`src/sv/apt_pkg.sv`:
```
// Package for the affine point transform: widths, types, codes and reset values.
`default_nettype none

package apt_pkg;

    localparam int COEF_W  = 20;
    localparam int COORD_W = 32;
    localparam int FRAC_W  = 16;
    localparam int PROD_W  = COEF_W + COORD_W;
    localparam int TRANS_W = COORD_W + FRAC_W;
    localparam int SUM_W   = PROD_W + 4;
    localparam int QUO_W   = SUM_W - FRAC_W;
    localparam int COL_W   = 3 * COEF_W;
    localparam int CFG_W   = COL_W;
    localparam int IDX_W   = 3;
    localparam int KIND_W  = 2;

    typedef logic signed [COEF_W-1:0]  coef_t;
    typedef logic signed [COORD_W-1:0] coord_t;
    typedef logic signed [PROD_W-1:0]  prod_t;
    typedef logic signed [TRANS_W-1:0] trans_t;
    typedef logic        [COL_W-1:0]   column_t;
    typedef logic        [KIND_W-1:0]  kind_t;
    typedef logic        [IDX_W-1:0]   cfg_index_t;

    typedef struct packed {
        coord_t value;
        logic   clip;
    } row_out_t;

    localparam kind_t KIND_AFFINE    = 2'd0;
    localparam kind_t KIND_LINEAR    = 2'd1;
    localparam kind_t KIND_TRANSPOSE = 2'd2;

    localparam cfg_index_t REG_COLUMN_ZERO = 3'd0;
    localparam cfg_index_t REG_COLUMN_ONE  = 3'd1;
    localparam cfg_index_t REG_COLUMN_TWO  = 3'd2;
    localparam cfg_index_t REG_SHIFT_X     = 3'd3;
    localparam cfg_index_t REG_SHIFT_Y     = 3'd4;
    localparam cfg_index_t REG_SHIFT_Z     = 3'd5;

    localparam coef_t   COEF_ONE      = coef_t'(1) <<< FRAC_W;
    localparam column_t COL_ZERO_INIT = column_t'(COEF_ONE);
    localparam column_t COL_ONE_INIT  = column_t'(COEF_ONE) << COEF_W;
    localparam column_t COL_TWO_INIT  = column_t'(COEF_ONE) << (2 * COEF_W);

    localparam coord_t COORD_MAX = {1'b0, {(COORD_W-1){1'b1}}};
    localparam coord_t COORD_MIN = {1'b1, {(COORD_W-1){1'b0}}};

endpackage

`default_nettype wire

```
`src/sv/apt_row.sv`:
```
// One output coordinate: sum of three products and translation, floor shift, saturate.
`default_nettype none

module apt_row
(
    input  apt_pkg::prod_t    prod [3],
    input  apt_pkg::trans_t   trans,
    output apt_pkg::row_out_t row_out
);

    logic signed [apt_pkg::SUM_W-1:0] sum;
    logic signed [apt_pkg::QUO_W-1:0] quo;
    logic                             in_range;

    always_comb
    begin
        sum = apt_pkg::SUM_W'(prod[0]) + apt_pkg::SUM_W'(prod[1])
            + apt_pkg::SUM_W'(prod[2]) + apt_pkg::SUM_W'(trans);
        quo = sum[apt_pkg::SUM_W-1:apt_pkg::FRAC_W];
        in_range = (&quo[apt_pkg::QUO_W-1:apt_pkg::COORD_W-1])
                 | ~(|quo[apt_pkg::QUO_W-1:apt_pkg::COORD_W-1]);
        if (in_range)
        begin
            row_out.value = quo[apt_pkg::COORD_W-1:0];
            row_out.clip  = 1'b0;
        end
        else
        begin
            row_out.value = quo[apt_pkg::QUO_W-1] ? apt_pkg::COORD_MIN : apt_pkg::COORD_MAX;
            row_out.clip  = 1'b1;
        end
    end

endmodule

`default_nettype wire

```
`config.mk`:
```
export PLATFORM = sky130hd
export DESIGN_NAME = apt_row
export DESIGN_NICKNAME = d
export VERILOG_FILES = /design/src/sv/apt_pkg.sv /design/src/sv/apt_row.sv
export SDC_FILE = /design/constraint.sdc
export NUM_CORES = 1
export LEC_CHECK = 0
export ABC_AREA = 1
export BUFFER_PORTS_ARGS = -buffer_cell sky130_fd_sc_hd__buf_2
export CAP_MARGIN = 15
export CORE_AREA = 2 2 128 130
export DETAILED_ROUTE_END_ITERATION = 8
export DIE_AREA = 0 0 130 132
export GPL_ROUTABILITY_DRIVEN = 0
export PLACE_DENSITY_LB_ADDON = 0.25
export REMOVE_ABC_BUFFERS = 1
export SYNTH_ARGS = -nofsm -noshare
export SYNTH_HDL_FRONTEND = slang
export SYNTH_SLANG_ARGS = --single-unit
```
`constraint.sdc`:
```
create_clock -name vclk -period 17.5
set_input_delay 5.25 -clock vclk [all_inputs]
set_output_delay 5.25 -clock vclk [all_outputs]
set_load 0.01 [all_outputs]
```
==> out/qor.yml <==
dp_hpwl_mm: 16.95
initial_core_util_pct: 47.31
drc: 0
worst_slew_pin_slew_ns: 0.7552
io_pins: 237
ys_types: 26
floorplan.rows: 46
vdd_drop_max_v: 0.00005700
post-route-util_pct: 56.19
avgSynthCellArea_um2: 5.785
power_uw: 808.9
power_leakage_nw: 5.909
core_area_mm2: 0.01571
path_buf_inv: 5
report.final.slew_viol_count: 0
fmax_mhz: 69.08
nFlopsAndLatches: 0
post-route-min-period_ns: 14.48
cp_max_fo: 31
hold_path_class: "in -> out"
wl_per_cell_um: 10.63
synth_cells: 1285
grt_overflow_total: 0
final_antenna_net_count: 0
cp.required_ns: 12.25
dr.pass1.iters: 5
crit_type: "in -> out"
grt_pass1_vias: 7654
finalSetupTns_ns: 0
worstPathArrival_ns: 9.23
die_h_um: 132
synth_top_area_cell: "fa_1"
seqCellArea_um2: 0
slowest_stage: "nand3_2"
synth.cell_area_mm2: 0.007433
cts-resized-gates: 0
start_kind: "input port"
drt_iter0_markers: 292
fin_crit_sh_pct: 82.72
crit_top_cell: "nand2_1"
grt_use_total_pct: 21.48
nNetsFinal: 1877
post_drt_via_cell_ratio: 4.485
cts.hold.buffers_added: 0
vias: 7763
end_kind: "output port"
ys_seq_area_share_pct: 0
powerDensity_mw_per_mm2: 91.62
port_buffers: 237
syn2layout_area_growth_pct: 18.77
n_fill_cell: 1751
drive_gt1_share_pct: 16.37
crit_family: "simple AND/OR/NAND/NOR gates"
synth_top_area_share_pct: 28.01
cts_setup_buffers: 0
cpPeakStageDelay_ns: 0.60
wirelength_mm: 18.41
die_w_um: 130
ys_warn_count: 0
synth_area_leaders: "fa_1 28%, inv_1 23%, nand2_1 20%"
die-area_mm2: 0.01716
antenna_found_initial: 0
grt_max_degree: 33
hold_violations: 0
n_antenna_cell: 0
grt_pass1_wl_mm: 31.17
status: "finished, final reports clean"
drv_cap: 0
rsz0062_at_grt: "false"
n_clock_buffer: 0
crit_chain: "buf_2, inv_1, fa_1, fa_1, inv_1, ha_1, nand2_1, inv_1, nand2_1, nand3_1, a21oi_1, nand3_2, nand2_1, nand3b_2, nand2_1, nand2_2, nand2_1, nor2_1, nand2_1, nand3_2, nand2_1, buf_2"
setup_viol: 0
relSlewSlack_pct: 49.60
[kinds of logic (layout without fill, tap and decap cells)]
logic type | count (synthesis) | in the layout | synth area share [%]
buffers and inverters | 461 | 691 | 23.75
xor gates and xnor gates | 31 | 31 | 3.653
AOI/OAI and AO/OA | 89 | 89 | 6.362
and+or+nand+nor | 548 | 548 | 29.47
adders and majority gates | 156 | 156 | 36.76
[metal layers]
| layer | global-route usage [%] | wire (um) | vias up |
|---|---|---|---|
| li1 | - | - | 4088 |
| met1 | 26.56 | 7802 | 3406 |
| met2 | 41.68 | 9207 | 248 |
| met3 | 1.177 | 1194 | 21 |
| met4 | 2.330 | 204 | 0 |
| met5 | 0 | 0 | - |
[final timing paths]
path	start	to	slack (ns)	depth (start not counted)
min	trans[0]	row_out[6]	11.44	11
max	prod[16]	row_out[2]	3.02	22
[layout by cell type, fill, tap and decap left out]
master,Yosys,final
a31oi_1,2,2
xor2_1,13,13
nand3_2,4,4
nor3_2,1,1
nor2_1,91,91
o21ai_0,13,13
nand3b_1,1,1
nand4_1,10,10
nor3_1,8,8
inv_1,454,454
a21oi_1,63,63
nand3b_2,1,1
o21bai_1,6,6
nand2_1,392,392
ha_1,52,52
o21ai_1,1,1
buf_2,1,237
nand2_2,4,4
xnor2_1,18,18
a21boi_0,3,3
a21o_1,1,1
fa_1,104,104
nand3_1,35,35
nor2_2,1,1
[power by group]
| group | internal [mW] | total [mW] | leakage, nW | switching (mW) |
|---|---|---|---|---|
| Combinational | 0.300 | 0.809 | 5.91 | 0.509 |
| Sequential | 0 | 0 | 0 | 0 |
| Clock | 0 | 0 | 0 | 0 |
| Total | 0.300 | 0.809 | 5.91 | 0.509 |
[cell usage after synthesis (all sizes together) (2+ instances only)]
| master | n |
|---|---|
| xnor2 | 18 |
| nand3 | 39 |
| nand2 | 396 |
| o21bai | 6 |
| nor3 | 9 |
| o21ai | 14 |
| nand4 | 10 |
| buf | 7 |
| a21oi | 63 |
| a21boi | 3 |
| inv | 454 |
| nand3b | 2 |
| xor2 | 13 |
| nor2 | 92 |
| a31oi | 2 |
| fa | 104 |
| ha | 52 |
[worst min-delay path, cell delays in order]
cell	delay [ns]
buf_2	0.08
nand4_1	0.10
nand2_1	0.09
nand2_1	0.05
nand2_1	0.10
nand2_1	0.07
nand3_2	0.11
xor2_1	0.10
nand2_1	0.07
nand2_1	0.04
buf_2	0.13
[layout make-up]
cell class / count / area (um2) / area share [%]
repair buffers: 237 / 1186 / 13.44
well taps: 216 / 270.3 / 3.061
inverters: 454 / 1704 / 19.30
multi-input cells: 824 / 5668 / 64.20
[stage by stage]
stage	std cells	hold slack [ns]	worst slack (ns)	cell area, um2
after floorplan	1278	11.08	3.944	7372
after global placement	1731	11.45	3.071	8828
after detailed placement	1731	11.47	2.986	8828
after CTS	1731	11.47	2.984	8828
after global routing	1731	11.52	2.621	8828
final	1731	11.44	3.023	8828
Power figures use the tool's default switching activity.
